File: config.mk
export PLATFORM = sky130hd
export DESIGN_NAME = lru_page_replacement_core
export DESIGN_NICKNAME = d
export VERILOG_FILES = /design/src/lrupr_pkg.sv /design/src/lrupr_ctrl.sv /design/src/lrupr_datapath.sv /design/src/lru_page_replacement_core.sv
export SDC_FILE = /design/constraint.sdc
export NUM_CORES = 1
export LEC_CHECK = 0
export BUFFER_PORTS_ARGS = -buffer_cell sky130_fd_sc_hd__buf_2
export CAP_MARGIN = 10
export CORE_AREA = 4 4 144 118
export DETAILED_ROUTE_END_ITERATION = 7
export DIE_AREA = 0 0 148 122
export PLACE_DENSITY = 0.75
export SYNTH_ARGS = -nofsm -noshare
export SYNTH_HDL_FRONTEND = slang
export SYNTH_SLANG_ARGS = --single-unit
File: constraint.sdc
create_clock -name clock -period 3.3 [get_ports clock]
set_input_delay 0.99 -clock clock [delete_from_list [all_inputs] [get_ports clock]]
set_output_delay 0.99 -clock clock [all_outputs]
set_load 0.01 [all_outputs]
File: src/lrupr_pkg.sv
// ----------------------------------------------------------------------------
// lrupr_pkg: shared types and constants of the LRU page replacement core
// Field widths of the stream channels, build defaults and the command bundle
// that the controller drives into the datapath.
// ----------------------------------------------------------------------------
package lrupr_pkg;

   // build defaults
   localparam int MaxFramesDefault = 8;
   localparam int PageBitsDefault  = 8;

   // fixed field widths of the channels
   localparam int ReqPageW    = 8;
   localparam int FrameCountW = 4;
   localparam int SlotW       = 3;
   localparam int EvictPageW  = 8;
   localparam int FaultTotalW = 16;
   localparam int ResidentW   = 4;
   localparam int ReqDataW    = 8;
   localparam int RspDataW    = 32;

   localparam logic [FrameCountW-1:0] FrameCountReset = 4'd8;

   // commands from controller to datapath
   typedef struct packed {
      logic load_req;   // capture the page of an accepted transaction
      logic look;       // register match and LRU vectors
      logic commit;     // update the table and load the response register
   } lrupr_cmd_type;

endpackage

File: src/lrupr_ctrl.sv
// ----------------------------------------------------------------------------
// lrupr_ctrl: sequencing controller
// Accepts one reference, runs the lookup step, then commits it once the
// response register is free. Owns the handshake flags of both channels.
// ----------------------------------------------------------------------------
module lrupr_ctrl
   import lrupr_pkg::*;
(
   input  logic          clock,
   input  logic          reset,
   input  logic          req_tvalid,
   output logic          req_tready,
   output logic          rsp_tvalid,
   input  logic          rsp_tready,
   output lrupr_cmd_type cmd
);

   typedef enum logic [1:0] {
      ST_IDLE,
      ST_LOOK,
      ST_COMMIT
   } state_type;

   state_type state_ff, state_in;
   logic      rsp_valid_ff, rsp_valid_in;
   logic      out_free;

   assign out_free   = !rsp_valid_ff || rsp_tready;
   assign req_tready = (state_ff == ST_IDLE);
   assign rsp_tvalid = rsp_valid_ff;

   always_comb begin
      state_in     = state_ff;
      rsp_valid_in = rsp_valid_ff && !rsp_tready;
      cmd          = '0;
      case (state_ff)
         ST_IDLE: begin
            if (req_tvalid) begin
               cmd.load_req = 1'b1;
               state_in     = ST_LOOK;
            end
         end
         ST_LOOK: begin
            cmd.look = 1'b1;
            state_in = ST_COMMIT;
         end
         ST_COMMIT: begin
            // hold until the previous response has left
            if (out_free) begin
               cmd.commit   = 1'b1;
               rsp_valid_in = 1'b1;
               state_in     = ST_IDLE;
            end
         end
         default: begin
            state_in = ST_IDLE;
         end
      endcase
   end

   always_ff @(posedge clock) begin
      if (reset) begin
         state_ff     <= ST_IDLE;
         rsp_valid_ff <= 1'b0;
      end else begin
         state_ff     <= state_in;
         rsp_valid_ff <= rsp_valid_in;
      end
   end

endmodule

File: src/lrupr_datapath.sv
// ----------------------------------------------------------------------------
// lrupr_datapath: frame table, recency ranks, counters and response register
// Each slot keeps its page and a rank (0 = least recent). Lookup compares all
// occupied slots in parallel; commit touches one slot and shifts the ranks.
// ----------------------------------------------------------------------------
module lrupr_datapath
   import lrupr_pkg::*;
#(
   parameter int MAX_FRAMES = MaxFramesDefault,
   parameter int PAGE_BITS  = PageBitsDefault
) (
   input  logic                   clock,
   input  logic                   reset,
   input  lrupr_cmd_type          cmd,
   input  logic [ReqPageW-1:0]    req_page,
   input  logic                   csr_wr_en,
   input  logic [FrameCountW-1:0] csr_wr_data,
   output logic                   rsp_fault,
   output logic [SlotW-1:0]       rsp_slot,
   output logic                   rsp_evicted_valid,
   output logic [EvictPageW-1:0]  rsp_evicted_page,
   output logic [FaultTotalW-1:0] rsp_fault_total,
   output logic [ResidentW-1:0]   rsp_resident_count
);

   localparam int SLOT_W = (MAX_FRAMES > 1) ? $clog2(MAX_FRAMES) : 1;
   localparam int CNT_W  = $clog2(MAX_FRAMES + 1);
   localparam int LIM_W  = (CNT_W > FrameCountW) ? CNT_W : FrameCountW;
   localparam int PG_XW  = (PAGE_BITS > ReqPageW) ? PAGE_BITS : ReqPageW;
   localparam int SL_XW  = (SLOT_W > SlotW) ? SLOT_W : SlotW;
   localparam int RC_XW  = (CNT_W > ResidentW) ? CNT_W : ResidentW;

   // table state
   logic [PAGE_BITS-1:0]   page_ff [MAX_FRAMES];
   logic [PAGE_BITS-1:0]   page_in [MAX_FRAMES];
   logic [SLOT_W-1:0]      rank_ff [MAX_FRAMES];
   logic [SLOT_W-1:0]      rank_in [MAX_FRAMES];
   logic [CNT_W-1:0]       occ_ff, occ_in;
   logic [FaultTotalW-1:0] faults_ff, faults_in;
   logic [FrameCountW-1:0] frame_count_ff;

   // per-transaction registers
   logic [PAGE_BITS-1:0]   cur_page_ff;
   logic [MAX_FRAMES-1:0]  hit_vec_ff, lru_vec_ff;
   logic                   full_ff;

   // response register
   logic                   fault_ff;
   logic [SlotW-1:0]       slot_ff;
   logic                   ev_valid_ff;
   logic [EvictPageW-1:0]  ev_page_ff;
   logic [ResidentW-1:0]   resident_ff;

   logic [PG_XW-1:0]       req_page_x, ev_page_x;
   logic [PAGE_BITS-1:0]   ev_page;
   logic [MAX_FRAMES-1:0]  hit_vec, lru_vec, sel_vec;
   logic [LIM_W-1:0]       limit;
   logic                   hit, fill, evict;
   logic [SLOT_W-1:0]      sel_slot, sel_rank, occ_m1, tgt_slot;
   logic [SL_XW-1:0]       slot_x;
   logic [RC_XW-1:0]       occ_x;

   assign req_page_x = PG_XW'(req_page);

   // clamp the frame limit into 1..MAX_FRAMES
   always_comb begin
      if (frame_count_ff == '0) begin
         limit = LIM_W'(1);
      end else if (LIM_W'(frame_count_ff) > LIM_W'(MAX_FRAMES)) begin
         limit = LIM_W'(MAX_FRAMES);
      end else begin
         limit = LIM_W'(frame_count_ff);
      end
   end

   // parallel match over occupied slots
   always_comb begin
      for (int i = 0; i < MAX_FRAMES; i++) begin
         hit_vec[i] = (CNT_W'(i) < occ_ff) && (page_ff[i] == cur_page_ff);
         lru_vec[i] = (CNT_W'(i) < occ_ff) && (rank_ff[i] == '0);
      end
   end

   assign hit   = |hit_vec_ff;
   assign fill  = !hit && !full_ff;
   assign evict = !hit && full_ff;
   assign sel_vec = hit ? hit_vec_ff : lru_vec_ff;
   assign occ_m1  = SLOT_W'(occ_ff - CNT_W'(1));

   // one-hot encode of the touched slot, its rank and its page
   always_comb begin
      sel_slot = '0;
      sel_rank = '0;
      ev_page  = '0;
      for (int i = 0; i < MAX_FRAMES; i++) begin
         if (sel_vec[i]) begin
            sel_slot = sel_slot | SLOT_W'(i);
            sel_rank = sel_rank | rank_ff[i];
            ev_page  = ev_page | page_ff[i];
         end
      end
   end

   assign tgt_slot  = fill ? occ_ff[SLOT_W-1:0] : sel_slot;
   assign ev_page_x = evict ? PG_XW'(ev_page) : '0;
   assign slot_x    = SL_XW'(tgt_slot);

   always_comb begin
      occ_in    = fill ? occ_ff + CNT_W'(1) : occ_ff;
      faults_in = faults_ff;
      if (!hit && (faults_ff != '1)) begin
         faults_in = faults_ff + FaultTotalW'(1);
      end
      for (int i = 0; i < MAX_FRAMES; i++) begin
         page_in[i] = page_ff[i];
         rank_in[i] = rank_ff[i];
         if (fill) begin
            if (CNT_W'(i) == occ_ff) begin
               page_in[i] = cur_page_ff;
               rank_in[i] = occ_ff[SLOT_W-1:0];
            end
         end else if (sel_vec[i]) begin
            // touched slot becomes most recent
            rank_in[i] = occ_m1;
            if (evict) begin
               page_in[i] = cur_page_ff;
            end
         end else if ((CNT_W'(i) < occ_ff) && (rank_ff[i] > sel_rank)) begin
            rank_in[i] = rank_ff[i] - SLOT_W'(1);
         end
      end
   end

   assign occ_x = RC_XW'(occ_in);

   always_ff @(posedge clock) begin
      if (reset) begin
         occ_ff         <= '0;
         faults_ff      <= '0;
         frame_count_ff <= FrameCountReset;
      end else begin
         if (csr_wr_en) begin
            frame_count_ff <= csr_wr_data;
         end
         if (cmd.commit) begin
            occ_ff    <= occ_in;
            faults_ff <= faults_in;
         end
      end
   end

   always_ff @(posedge clock) begin
      if (cmd.load_req) begin
         cur_page_ff <= req_page_x[PAGE_BITS-1:0];
      end
      if (cmd.look) begin
         hit_vec_ff <= hit_vec;
         lru_vec_ff <= lru_vec;
         full_ff    <= (LIM_W'(occ_ff) >= limit);
      end
      if (cmd.commit) begin
         for (int i = 0; i < MAX_FRAMES; i++) begin
            page_ff[i] <= page_in[i];
            rank_ff[i] <= rank_in[i];
         end
         fault_ff    <= !hit;
         slot_ff     <= slot_x[SlotW-1:0];
         ev_valid_ff <= evict;
         ev_page_ff  <= ev_page_x[EvictPageW-1:0];
         resident_ff <= occ_x[ResidentW-1:0];
      end
   end

   assign rsp_fault          = fault_ff;
   assign rsp_slot           = slot_ff;
   assign rsp_evicted_valid  = ev_valid_ff;
   assign rsp_evicted_page   = ev_page_ff;
   assign rsp_fault_total    = faults_ff;
   assign rsp_resident_count = resident_ff;

endmodule

File: src/lru_page_replacement_core.sv
// ----------------------------------------------------------------------------
// lru_page_replacement_core: fully associative page-frame table with LRU
// Takes one page reference per transaction and returns one response telling
// hit or fault, the slot used, any evicted page, the running fault total and
// the number of resident pages.
// ----------------------------------------------------------------------------
//  channel  | direction | payload
//  ---------+-----------+----------------------------------------------------
//  req_*    | in        | tdata[7:0] page_number
//  rsp_*    | out       | tuser fault; tdata slot/evicted/fault_total/resident
//  csr_*    | in        | frame_count, written on csr_wr_en
//
//  Steps: each reference passes accept, lookup and commit; the parallel compare
//  over all slots is registered before the table update. A new reference is
//  accepted only after the previous one has committed.
//  Reset: synchronous; clears resident count, fault total and handshake state,
//  and sets frame_count to 8. Page and rank stores are filled as pages arrive.
//  Stalls: a new reference is accepted while a response still waits; its
//  commit holds until rsp_tready drains the response register.
// ----------------------------------------------------------------------------
module lru_page_replacement_core
   import lrupr_pkg::*;
#(
   parameter int MAX_FRAMES = MaxFramesDefault,
   parameter int PAGE_BITS  = PageBitsDefault
) (
   input  logic                   clock,
   input  logic                   reset,
   // reference stream
   input  logic                   req_tvalid,
   output logic                   req_tready,
   input  logic [ReqDataW-1:0]    req_tdata,    // [7:0] page_number
   // response stream
   output logic                   rsp_tvalid,
   input  logic                   rsp_tready,
   output logic [RspDataW-1:0]    rsp_tdata,    // [2:0] slot, [3] evicted_valid,
                                                // [11:4] evicted_page,
                                                // [27:12] fault_total,
                                                // [31:28] resident_count
   output logic                   rsp_tuser,    // [0] fault
   // frame limit register
   input  logic                   csr_wr_en,
   input  logic [FrameCountW-1:0] csr_wr_data
);

   lrupr_cmd_type          cmd;
   logic [SlotW-1:0]       slot;
   logic                   ev_valid;
   logic [EvictPageW-1:0]  ev_page;
   logic [FaultTotalW-1:0] fault_total;
   logic [ResidentW-1:0]   resident;

   // sequence each transaction and own the handshake flags
   lrupr_ctrl u_ctrl (
      .clock      (clock),
      .reset      (reset),
      .req_tvalid (req_tvalid),
      .req_tready (req_tready),
      .rsp_tvalid (rsp_tvalid),
      .rsp_tready (rsp_tready),
      .cmd        (cmd)
   );

   // table, ranks, counters and response register
   lrupr_datapath #(
      .MAX_FRAMES (MAX_FRAMES),
      .PAGE_BITS  (PAGE_BITS)
   ) u_datapath (
      .clock              (clock),
      .reset              (reset),
      .cmd                (cmd),
      .req_page           (req_tdata[ReqPageW-1:0]),
      .csr_wr_en          (csr_wr_en),
      .csr_wr_data        (csr_wr_data),
      .rsp_fault          (rsp_tuser),
      .rsp_slot           (slot),
      .rsp_evicted_valid  (ev_valid),
      .rsp_evicted_page   (ev_page),
      .rsp_fault_total    (fault_total),
      .rsp_resident_count (resident)
   );

   // pack response fields, slot in the lowest bits
   assign rsp_tdata = {resident, fault_total, ev_page, ev_valid, slot};

endmodule

==> flow_summary.ini <==
[cells_and_area]
fin_cells = 1082
fin_util = 0.6337
drive_gt1_frac = 0.1845
antenna_cells = 0
regArea_sq_mm = 0.004444
multi_input_area_sq_mm = 0.003770
fin_nets = 919
area_delta_synth_final_pct = 16.83
n_fill_cell = 1260

[timing]
setup_violations = 0
relSlewSlack = 0.4183
layout_setup_ws_ns = 0.09269
finalSetupTns_ns = 0
worst_pin_slew_ns = 0.8684
drv_slew = 0
finalHoldViolCount = 0
min_period_ns = 3.207
skew_ns = 0.01009
whs_ns = 0.5037
fmax_ghz = 0.3118
finalCritPeriodShare = 0.9719

[routing]
drt_iter0_drc = 1196
drt-total-wl_um = 23420
drtAntennaViolNets = 0
firstDrtPassIters = 7
vias = 6759
drt-wirelength-per-cell_um = 21.65
route.detailed.drc = 0
via_per_inst = 6.247

[clocking]
tritoncts = yes
cts_buffer_depth = 2
cts_sinks = 157
cts_buffers = 17
path_clk_slew_ns = 0.07
postCtsHoldBufs = 0
worstSkewPairLatency_ns = 0.43
htree_num_levels = 4
cts-root-buf = clkbuf_16

[floorplanning]
core-area_sq_mm = 0.01560
dieArea_sq_mm = 0.01806
die_w_um = 148
fp-row-count = 41
ios = 52
die_y_um = 122
initial_core_util = 0.5424

[yosys]
yosysSeqAreaShare = 0.5254
synthTopCellsByCount = edfxtp_1, xnor2_1, nor2_1
synth_ff_type = edfxtp_1
synth.ff_latch_count = 157
syn_avg_cell_area_sq_um = 11.04
ys_top_cells_by_area = edfxtp_1, xnor2_1, ha_1
synth.distinct_cells = 51
ys_async_sr_fraction = 0
synth_top_area_share = 0.4615
syn-num-nets = 831
syn_inst = 766
synth-edff-count = 130
synth.most_common_cell = edfxtp_1
syn-cell-area_sq_mm = 0.008459
post-synth-top-area-cell = edfxtp_1
yosys_warnings = 0

[setup_path]
cp_cell_sequence = nor4_4 > buf_4 > a41o_1 > buf_4 > a222oi_1 > nand4_1 > buf_4 > ha_1 > a31oi_1 > o21ai_0 > a211oi_1 > buf_4
crit_slowest_cell = edfxtp_1
slowest_delay_ns = 0.40
crit_path_end_kind = flop
r2r_cells = 12
crit_type = flop to flop
arrival_ns = 3.36
r2r_start = u_datapath.hit_vec_ff[0]$_DFFE_PN_
worst-path-max-fanout = 7
worstPathRequired_ns = 3.46
r2r-end = u_datapath.rank_ff[5][1]$_DFFE_PP_
crit_path_start_kind = flop
regToRegSetupSlack_ns = 0.09
critPathMostFrequentCell = buf_4

[power]
vdd_drop_max_uv = 383.6
power.density_mw_per_mm2 = 445.9
p_leak_uw = 0.003712

[placed_design]
dp_cells = 1042
portBuffers = 51
dp.final_hpwl_um = 16710
globalplace.congestion = 0.9759
dp_slack_ns = 0.05051

[global_routing]
grt_pass1_vias = 6407
grt_pass1_wl_um = 36450
grt_max_degree = 33
antenna_found_initial = 0
grt-ovfl-total = 0
grt_usage = 0.2628

[min_path]
hold_end = u_datapath.frame_count_ff[0]$_SDFFE_PP0P_
hold_path_class = flop to flop
hold_depth = 2
hold_start = u_datapath.frame_count_ff[0]$_SDFFE_PP0P_

[job]
drv_cap = 0

[run_status]
status = finished, final reports clean
[how the worst max path moves through the flow]
stage,from,cells after the start,slack (ns),endpoint
floorplan,u_datapath.hit_vec_ff[0]$_DFFE_PN_,13,0.04,u_datapath.rank_ff[1][0]$_DFFE_PP_
CTS,u_datapath.hit_vec_ff[7]$_DFFE_PN_,12,0.01,u_datapath.rank_ff[0][1]$_DFFE_PP_
detailed placement,u_datapath.hit_vec_ff[1]$_DFFE_PN_,11,0.05,u_datapath.rank_ff[0][1]$_DFFE_PP_
global placement,u_datapath.hit_vec_ff[7]$_DFFE_PN_,12,0.17,u_datapath.rank_ff[0][1]$_DFFE_PP_
global route,u_datapath.hit_vec_ff[1]$_DFFE_PN_,13,-0.03,u_datapath.rank_ff[5][2]$_DFFE_PP_
finish,u_datapath.hit_vec_ff[0]$_DFFE_PN_,12,0.09,u_datapath.rank_ff[5][1]$_DFFE_PP_
[area by class of cell]
class,count,share of cell area
repair buffers,113,0.07330
flip-flops and latches,157,0.4497
clock inverters,14,0.01431
multi-input cells,537,0.3814
inverters,28,0.01063
well taps,215,0.02722
clock buffers,18,0.04342
[report_power, final]
group / internal [uW] / total [uW] / switching (uW)
Sequential: 2170 / 2230 / 55.6
Combinational: 107 / 238 / 131
Clock: 1110 / 1940 / 827
[registers in the layout, summed over array words and instances, names as in the netlist]
name                           cells
u_ctrl.rsp_tvalid                  1
u_ctrl.state_ff                    2
u_datapath.cur_page_ff             8
u_datapath.frame_count_ff          4
u_datapath.full_ff                 1
u_datapath.hit_vec_ff              8
u_datapath.lru_vec_ff              8
u_datapath.occ_ff                  4
u_datapath.page_ff                64
u_datapath.rank_ff                24
u_datapath.rsp_evicted_page        8
u_datapath.rsp_evicted_valid       1
u_datapath.rsp_fault               1
u_datapath.rsp_fault_total        16
u_datapath.rsp_resident_count      4
u_datapath.rsp_slot                3
[kinds of logic after synthesis]
family	after synthesis	synth area share
buf+inv	72	0.03402
compound gates	173	0.1333
xor+xnor	91	0.09422
fa+ha+maj	48	0.07100
mux	7	0.008726
flops	157	0.5254
simple gates	218	0.1334
[layout by cell type, fill, tap and decap left out, types with 5 or more instances in the layout]
cell type / count
ha_1: 48
a31o_2: 5
xnor2_1: 71
edfxtp_1: 130
nand2_1: 30
a211oi_1: 9
nand3_1: 16
nor3b_1: 8
o21ai_0: 49
nor2_1: 68
nand2b_1: 6
a31oi_1: 23
nor4_1: 8
nand4_1: 21
and3_1: 9
dfxtp_1: 27
buf_2: 51
xor2_1: 20
o21a_1: 7
a21oi_1: 29
a22oi_1: 18
nor3_1: 17
nor2b_1: 17
buf_4: 61
inv_1: 28
clkbuf_16: 17
a222oi_1: 12
[routing by layer]
metal	routed length, um	up-vias	global-route usage
met5	0	-	0
met4	462	0	0.07732
met3	2176	53	0.04835
met2	10760	391	0.4137
met1	10020	3272	0.3752
li1	-	3043	-
[per-stage QoR]
| step | instance area, sq um | power [uW] |
|---|---|---|
| floorplan | 8471 | 2401 |
| global placement | 9218 | 2485 |
| detailed placement | 9218 | 2495 |
| CTS | 9788 | 4411 |
| global route | 9883 | 4541 |
| finish | 9883 | 4407 |
[worst max-delay path: cells and delay by family (launching register included)]
kind	cells	cell delay [ns]
and+or+nand+nor	2	0.32
buffers and inverters	4	0.72
AOI/OAI and AO/OA	5	1.21
DFF	1	0.40
adders and majority gates	1	0.29
[what timing repair did]
action,4_1_cts,5_1_grt
resized for setup,0,7
buffers inserted,0,8
endpoints found under the setup margin,0,24
Note: power is estimated with default switching activity, not from simulation.
